[src/tpc_pkg.sv]
// Shared types and constants of the triangle plane clipper.
package tpc_pkg;

    localparam int PLANE_W = 32;
    localparam int T_W     = 32;

    // Vertex sources for emission, positions relative to the rotated triangle.
    localparam logic [2:0] SRC_R0 = 3'd0;
    localparam logic [2:0] SRC_R1 = 3'd1;
    localparam logic [2:0] SRC_R2 = 3'd2;
    localparam logic [2:0] SRC_A  = 3'd3;
    localparam logic [2:0] SRC_B  = 3'd4;

    // Rotated vertex selectors for the interpolation endpoints.
    localparam logic [1:0] SEL_R0 = 2'd0;
    localparam logic [1:0] SEL_R1 = 2'd1;
    localparam logic [1:0] SEL_R2 = 2'd2;

    localparam logic [1:0] REG_PLANE_X = 2'd0;
    localparam logic [1:0] REG_PLANE_Y = 2'd1;
    localparam logic [1:0] REG_PLANE_Z = 2'd2;
    localparam logic [1:0] REG_PLANE_W = 2'd3;

    typedef struct packed {
        logic       load;
        logic [1:0] slot;
        logic       dist_en;
        logic [3:0] idx;
        logic       div_start;
        logic       div_step;
        logic [1:0] psel;
        logic [1:0] qsel;
        logic       int_en;
        logic       int_dst;
        logic       emit;
        logic [2:0] src;
        logic       closes;
        logic       last;
    } t_cmd;

    typedef struct packed {
        logic all_in;
        logic all_out;
        logic ins_r1;
        logic out_busy;
    } t_stat;

    function automatic logic [1:0] rot_idx(input logic [1:0] rot, input logic [1:0] k);
        logic [2:0] s;
        s = {1'b0, rot} + {1'b0, k};
        if (s >= 3'd3) begin
            s = s - 3'd3;
        end
        return s[1:0];
    endfunction

endpackage

[src/tpc_ctrl.sv]
// Controller sequencing load, distance, division, interpolation and emission.
module tpc_ctrl
    import tpc_pkg::*;
(
    input  logic  i_clk,
    input  logic  i_rst_n,
    input  logic  i_valid,
    output logic  o_stall,
    input  t_stat i_stat,
    output t_cmd  o_cmd
);

    typedef enum logic [7:0] {
        S_IDLE = 8'b00000001,
        S_DIST = 8'b00000010,
        S_DEC  = 8'b00000100,
        S_DIV0 = 8'b00001000,
        S_INT0 = 8'b00010000,
        S_DIV1 = 8'b00100000,
        S_INT1 = 8'b01000000,
        S_EMIT = 8'b10000000
    } t_state;

    localparam logic [1:0] MODE_ALL = 2'd0;
    localparam logic [1:0] MODE_TWO = 2'd1;
    localparam logic [1:0] MODE_ONE = 2'd2;

    t_state     r_state, n_state;
    logic [5:0] r_cnt, n_cnt;
    logic [1:0] r_vcnt, n_vcnt;
    logic [1:0] r_mode, n_mode;
    logic [2:0] w_src;
    logic       w_last;

    always_ff @(posedge i_clk) begin
        if (!i_rst_n) begin
            r_state <= S_IDLE;
            r_cnt   <= '0;
            r_vcnt  <= '0;
            r_mode  <= MODE_ALL;
        end else begin
            r_state <= n_state;
            r_cnt   <= n_cnt;
            r_vcnt  <= n_vcnt;
            r_mode  <= n_mode;
        end
    end

    always_comb begin
        w_src = SRC_R0;
        case (r_mode)
            MODE_TWO: begin
                case (r_cnt[2:0])
                    3'd0, 3'd3: w_src = SRC_R0;
                    3'd1:       w_src = SRC_R1;
                    3'd2, 3'd4: w_src = SRC_B;
                    default:    w_src = SRC_A;
                endcase
            end
            MODE_ONE: begin
                case (r_cnt[2:0])
                    3'd0:    w_src = SRC_R0;
                    3'd1:    w_src = SRC_B;
                    default: w_src = SRC_A;
                endcase
            end
            default: begin
                case (r_cnt[2:0])
                    3'd0:    w_src = SRC_R0;
                    3'd1:    w_src = SRC_R1;
                    default: w_src = SRC_R2;
                endcase
            end
        endcase
        w_last = (r_mode == MODE_TWO) ? (r_cnt[2:0] == 3'd5) : (r_cnt[2:0] == 3'd2);
    end

    always_comb begin
        n_state = r_state;
        n_cnt   = r_cnt;
        n_vcnt  = r_vcnt;
        n_mode  = r_mode;
        o_cmd   = '0;
        o_stall = (r_state != S_IDLE);
        unique case (r_state)
            S_IDLE: begin
                if (i_valid) begin
                    o_cmd.load = 1'b1;
                    o_cmd.slot = r_vcnt;
                    if (r_vcnt == 2'd2) begin
                        n_vcnt  = '0;
                        n_cnt   = '0;
                        n_state = S_DIST;
                    end else begin
                        n_vcnt = r_vcnt + 2'd1;
                    end
                end
            end
            S_DIST: begin
                o_cmd.dist_en = (r_cnt < 6'd12);
                o_cmd.idx     = r_cnt[3:0];
                n_cnt         = r_cnt + 6'd1;
                if (r_cnt == 6'd12) begin
                    n_state = S_DEC;
                end
            end
            S_DEC: begin
                n_cnt = '0;
                if (i_stat.all_in) begin
                    n_mode  = MODE_ALL;
                    n_state = S_EMIT;
                end else if (i_stat.all_out) begin
                    n_state = S_IDLE;
                end else begin
                    n_mode  = i_stat.ins_r1 ? MODE_TWO : MODE_ONE;
                    n_state = S_DIV0;
                end
            end
            S_DIV0, S_DIV1: begin
                o_cmd.div_start = (r_cnt == 6'd0);
                o_cmd.div_step  = (r_cnt != 6'd0);
                if (r_state == S_DIV0) begin
                    o_cmd.psel = SEL_R0;
                    o_cmd.qsel = SEL_R2;
                end else begin
                    o_cmd.psel = (r_mode == MODE_TWO) ? SEL_R1 : SEL_R0;
                    o_cmd.qsel = (r_mode == MODE_TWO) ? SEL_R2 : SEL_R1;
                end
                n_cnt = r_cnt + 6'd1;
                if (r_cnt == 6'(T_W)) begin
                    n_cnt   = '0;
                    n_state = (r_state == S_DIV0) ? S_INT0 : S_INT1;
                end
            end
            S_INT0, S_INT1: begin
                o_cmd.int_en  = (r_cnt < 6'd4);
                o_cmd.idx     = r_cnt[3:0];
                o_cmd.int_dst = (r_state == S_INT1);
                n_cnt         = r_cnt + 6'd1;
                if (r_cnt == 6'd4) begin
                    n_cnt   = '0;
                    n_state = (r_state == S_INT0) ? S_DIV1 : S_EMIT;
                end
            end
            S_EMIT: begin
                if (!i_stat.out_busy) begin
                    o_cmd.emit   = 1'b1;
                    o_cmd.src    = w_src;
                    o_cmd.closes = (r_cnt[2:0] == 3'd2) || (r_cnt[2:0] == 3'd5);
                    o_cmd.last   = w_last;
                    n_cnt        = r_cnt + 6'd1;
                    if (w_last) begin
                        n_cnt   = '0;
                        n_state = S_IDLE;
                    end
                end
            end
            default: n_state = S_IDLE;
        endcase
    end

endmodule

[config.mk]
export PLATFORM = sky130hd
export DESIGN_NAME = tpc_ctrl
export DESIGN_NICKNAME = d
export VERILOG_FILES = /design/src/tpc_pkg.sv /design/src/tpc_ctrl.sv
export SDC_FILE = /design/constraint.sdc
export NUM_CORES = 1
export LEC_CHECK = 0
export BUFFER_PORTS_ARGS = -buffer_cell sky130_fd_sc_hd__buf_2
export CORE_UTILIZATION = 40
export CTS_CLUSTER_SIZE = 40
export DETAILED_ROUTE_END_ITERATION = 16
export PLACE_DENSITY_LB_ADDON = 0.2
export SLEW_MARGIN = 20
export SYNTH_ARGS = -nofsm -noshare
export SYNTH_HDL_FRONTEND = slang
export SYNTH_SLANG_ARGS = --single-unit
export TNS_END_PERCENT = 50
[constraint.sdc]
create_clock -name i_clk -period 2.7 [get_ports i_clk]
set_clock_uncertainty 0.1 [all_clocks]
set_input_delay 0.27 -clock i_clk [delete_from_list [all_inputs] [get_ports i_clk]]
set_output_delay 0.27 -clock i_clk [all_outputs]
set_load 0.02 [all_outputs]
==> impl_metrics.tcl, run 1 <==
set metrics [dict create \
    routedWlPerCell_um 14.71 \
    status "complete, no violations" \
    final_nets 226 \
    path_class "reg2out" \
    synth_cell_types 55 \
    final_cells 257 \
    via_count 1462 \
    dp_cells 253 \
    h-tree-depth 1 \
    num_antenna_cells 0 \
    grt_pass1_vias 1301 \
    cp-start-kind "flop" \
    dp_hpwl_um 2990 \
    crit_fanout 6 \
    relSlewSlack 0.5947 \
    worstSkewPairLatency_ns 0.29 \
    worstPathArrival_ns 2.20 \
    drt_wl_total_um 3781 \
    synth_edf_count 0 \
    drive_gt1_frac 0.2512 \
    syn_inst 182 \
    ys.warnings.count 0 \
    mostFrequentLayoutCells "buf_2 (28), nor2_1 (23), dfxtp_1 (18)" \
    clockRootBuffer "clkbuf_4" \
    route.detailed.drc 0 \
    syn-num-nets 196 \
    place_ws_ns 0.1348 \
    vias_per_cell 5.689 \
    syn_avg_cell_area_um2 7.940 \
    postCtsHoldBufs 0 \
    hold_path.class "in2reg" \
    min_period_over_period 0.9535 \
    leakage_nw 0.7698 \
    ir_worst_vdd_v 0.0003778 \
    cp.required_ns 2.33 \
    fin_ws_ns 0.1255 \
    setup_viol 0 \
    worstSetupEndpointType "output pin" \
    core_area_um2 3390 \
    synthFlopType "dfxtp_1" \
    grt_pass1_wl_um 6210 \
    portBuffers 28 \
    drtIter0Drc 111 \
    cts_made_buffers 3 \
    ant_nets 0 \
    setup_tns_ns 0 \
    report.final.hold_viol_count 0 \
    clk_pin_slew_ns 0.10 \
    rsz0062_at_grt "no" \
    rows 21 \
    cts_buffer_depth 2 \
    power_density_nw_per_um2 569.7 \
    seq_area_frac_synth 0.2494 \
    period_minus_slack_ns 2.575 \
    area_growth_pct 16.71 \
    die_area_um2 3857 \
    cts.sinks 18 \
    maxCapViolCount 0 \
    start_util 0.4264 \
    track_usage 0.2001 \
    gp_congestion 0.8341 \
    max_freq_mhz 388.4 \
    antenna_found_initial 0 \
    fp.dieH_um 62.11 \
    grt_max_degree 18 \
    firstDrtPassIters 4 \
    layout_commonest_cell "buf_2" \
    cts_tree "yes" \
    worstMarginPinSlew_ns 0.6067 \
    postSynth.asyncResetShare 0 \
    synth.cell_area_um2 1445 \
    ios 30 \
    overflow 0 \
    report.final.slew_viol_count 0 \
    ys_ff_latch 18 \
    die_x_um 62.11 \
]
[critical path, stage by stage, from the launching register on]
cell	delay (ns)
dfxtp_1	0.37
or4_4	0.64
nor2_4	0.12
nand3_1	0.16
a2111oi_2	0.40
buf_2	0.23
[final timing paths]
path / cells after the start / startpoint / slack (ns) / endpoint
worst max register to register: 8 / r_cnt[0]$_SDFFE_PN0P_ / 0.20 / r_state[6]$_SDFFE_PN0P_
worst min register to register: 2 / r_cnt[0]$_SDFFE_PN0P_ / 0.44 / r_cnt[0]$_SDFFE_PN0P_
worst max-delay path: 5 / r_state[5]$_SDFFE_PN0P_ / 0.13 / o_cmd[18]
worst min-delay path: 2 / i_rst_n / 0.15 / r_state[7]$_SDFFE_PN0P_
[synthesized netlist by cell type, types with 2 or more instances]
cell,instances,area (um^2)
dfxtp_1,18,360.4
nor2_4,2,22.52
o21a_1,3,22.52
nor2b_1,2,12.51
o2111a_1,2,22.52
nand2b_1,4,25.02
a21oi_1,12,60.06
nor3_1,4,20.02
nor4b_1,2,17.52
xor2_1,2,17.52
nor2_1,23,86.33
a31oi_1,3,18.77
or2_2,2,12.51
ha_1,7,87.58
a2111oi_0,2,17.52
o21ai_0,3,15.01
nor4_1,3,18.77
or4_1,5,37.54
buf_2,3,15.01
and3_1,7,43.79
nand3_1,3,15.01
mux2i_1,5,50.05
and2_1,4,25.02
inv_1,11,41.29
nor3b_1,2,15.01
nand2_1,15,56.30
clkbuf_1,3,11.26
o21ai_1,3,15.01
[routing by layer]
layer / global-route usage / routed length, um / vias to the layer above
met4: 0.08721 / 72 / 0
met2: 0.3077 / 1728 / 43
met5: 0 / 0 / -
met1: 0.2810 / 1816 / 698
li1: - / - / 714
met3: 0.02206 / 165 / 7
[through the flow]
| step | hold slack [ns] | util | area, um^2 | power [mW] |
|---|---|---|---|---|
| finish | 0.1457 | 0.4976 | 1687 | 0.9608 |
| global route | 0.1464 | 0.4976 | 1687 | 1.021 |
| CTS | 0.1347 | 0.4946 | 1677 | 0.9572 |
| detailed placement | 0.4291 | 0.4828 | 1637 | 0.7814 |
| global placement | 0.4146 | 0.4828 | 1637 | 0.7747 |
| floorplan | 0.2695 | - | 1446 | 0.6806 |
[sequential cells by signal, indices dropped and copies added, names as in the netlist]
name / count
r_cnt: 6
r_vcnt: 2
r_mode: 2
r_state: 8
[cell families after synthesis]
family / synth area share
AO/OA/AOI/OAI: 0.2234
XOR/XNOR: 0.01819
adder cells (fa/ha/maj): 0.06060
buffers and inverters: 0.06580
flip-flops: 0.2494
multiplexers: 0.03463
other: 0.002595
AND/OR/NAND/NOR: 0.3454
[area by class of cell]
type                            instances  area, um^2
Fill cell                             340        1703
Multi-Input combinational cell        144        1005
Sequential cell                        18       360.3
Timing Repair Buffer                   33       177.7
Tap cell                               46       57.56
Inverter                               12       50.05
Clock buffer                            4       36.28
[power breakdown]
part | total (mW) | switching [mW] | internal (mW)
Combinational | 0.472 | 0.293 | 0.179
Sequential | 0.323 | 0.0365 | 0.286
Clock | 0.166 | 0.0841 | 0.0822
Total | 0.961 | 0.414 | 0.547
[timing repair]
action | CTS | global route
endpoints found under the hold margin | 0 | 0
endpoints found under the setup margin | 1 | 7
gates resized for setup | 1 | 2
setup buffers | 0 | 0
No activity file was read; power rests on OpenSTA's default activity.
==> run 2: changes to the inputs <==
--- a/config.mk
+++ b/config.mk
@@ -9,7 +9,6 @@
 export CORE_UTILIZATION = 40
 export CTS_CLUSTER_SIZE = 40
 export DETAILED_ROUTE_END_ITERATION = 16
-export PLACE_DENSITY_LB_ADDON = 0.2
 export SLEW_MARGIN = 20
 export SYNTH_ARGS = -nofsm -noshare
 export SYNTH_HDL_FRONTEND = slang
==> run 2 against run 1 <==
  * Maximum frequency rose by 0.39%
  * Sequential power barely moved
  * Global-route usage fell by 0.84 points
  * Largest cell class unchanged
==> impl_metrics.tcl, run 2 (synthesis gave the netlist of run 1 again) <==
set metrics [dict create \
    period_minus_slack_ns 2.565 \
    track_usage 0.1917 \
    report.final.slew_viol_count 0 \
    worstMarginPinSlew_ns 0.5915 \
    portBuffers 28 \
    critPathBufInv 1 \
    clockRootBuffer "clkbuf_4" \
    rsz0062_at_grt "no" \
    grt_max_degree 18 \
    worstSetupEndpointType "output pin" \
    postCtsHoldBufs 0 \
    cp.required_ns 2.33 \
    cts.sinks 18 \
    cp_slowest_cell "or4_4" \
    gp_congestion 0.8473 \
    start_util 0.4264 \
    num_antenna_cells 0 \
    power_density_nw_per_um2 569.1 \
    die_x_um 62.11 \
    final_nets 226 \
    crit_fanout 6 \
    leakage_nw 0.7698 \
    design_power_total_uw 959.8 \
    final_cells 257 \
    ant_nets 0 \
    firstDrtPassIters 4 \
    cts_tree "yes" \
    core_area_um2 3390 \
    largest_register_ffs 8 \
    ios 30 \
    reg_top3 "r_state x8, r_cnt x6" \
    layout_commonest_cell "buf_2" \
    regMostFlops "r_state" \
    drive_gt1_frac 0.2512 \
    via_count 1417 \
    cp-start-kind "flop" \
    critical-path-max-stage-delay_ns 0.63 \
    fillers 358 \
    status "complete, no violations" \
    min_period_over_period 0.9498 \
    antenna_found_initial 0 \
    grt_pass1_vias 1308 \
    worstPathArrival_ns 2.19 \
    report.final.hold_viol_count 0 \
    route.detailed.drc 0 \
    vias_per_cell 5.514 \
    fp.dieH_um 62.11 \
    dp_hpwl_um 2942 \
    area_growth_pct 16.71 \
    routedWlPerCell_um 14.28 \
    drt_wl_total_um 3669 \
    cp_top_family "simple AND/OR/NAND/NOR gates" \
    post_cts_buffers 0 \
    relSlewSlack 0.6001 \
    hold_path.class "in2reg" \
    max_freq_mhz 389.9 \
    die_area_um2 3857 \
    drtIter0Drc 60 \
    h-tree-depth 1 \
    maxCapViolCount 0 \
    path_class "reg2out" \
    overflow 0 \
    ir_worst_vdd_v 0.0002842 \
    dp_cells 253 \
    setup_tns_ns 0 \
    worstSkewPairLatency_ns 0.28 \
    cts_made_buffers 3 \
    mostFrequentLayoutCells "buf_2 (28), nor2_1 (23), dfxtp_1 (18)" \
    whs_ns 0.1530 \
    clk_pin_slew_ns 0.10 \
    grt_pass1_wl_um 6003 \
    setup_viol 0 \
    fin_util 0.4976 \
    cts_buffer_depth 2 \
    cp_cell_sequence "or4_4 -> nor2_4 -> nand3_1 -> a2111oi_2 -> buf_2" \
    rows 21 \
]
run 2: metal layers:
layer | GRT usage | routed length (um) | up-vias
met5 | 0 | 0 | -
met4 | 0.05523 | 21 | 0
met3 | 0.03493 | 210 | 2
met2 | 0.3146 | 1693 | 34
met1 | 0.2557 | 1744 | 667
li1 | - | - | 714
run 2: stage by stage:
step                      setup slack [ns]  area, um^2
after CTS                          0.08229        1677
after detailed placement            0.1446        1637
after floorplan                     0.1372        1446
after global routing               0.06018        1687
final                               0.1355        1687
after global placement              0.2501        1637
run 2: worst paths after layout:
check	slack [ns]	to	cells after the start	from
worst max-delay path	0.14	o_cmd[18]	5	r_state[5]$_SDFFE_PN0P_
worst min-delay path	0.15	r_state[7]$_SDFFE_PN0P_	2	i_rst_n
worst max register to register	0.22	r_state[5]$_SDFFE_PN0P_	8	r_cnt[0]$_SDFFE_PN0P_
worst min register to register	0.44	r_cnt[0]$_SDFFE_PN0P_	2	r_cnt[0]$_SDFFE_PN0P_
run 2: where the power goes:
group | internal, mW | total (mW) | switching (mW)
Clock | 0.0820 | 0.162 | 0.0804
Combinational | 0.179 | 0.477 | 0.298
Sequential | 0.286 | 0.321 | 0.0346
run 2: timing repair:
item | CTS | global route
pin swaps | 0 | 0
gates resized for setup | 1 | 2
setup endpoints to repair | 1 | 4
run 2: cell type report:
| cell class | instances | area [um^2] | share of cell area |
|---|---|---|---|
| inverters | 12 | 50.05 | 0.02967 |
| well taps | 46 | 57.56 | 0.03412 |
| repair buffers | 33 | 177.7 | 0.1053 |
| multi-input cells | 144 | 1005 | 0.5957 |
| clock buffers | 4 | 36.28 | 0.02151 |
| flip-flops and latches | 18 | 360.3 | 0.2136 |
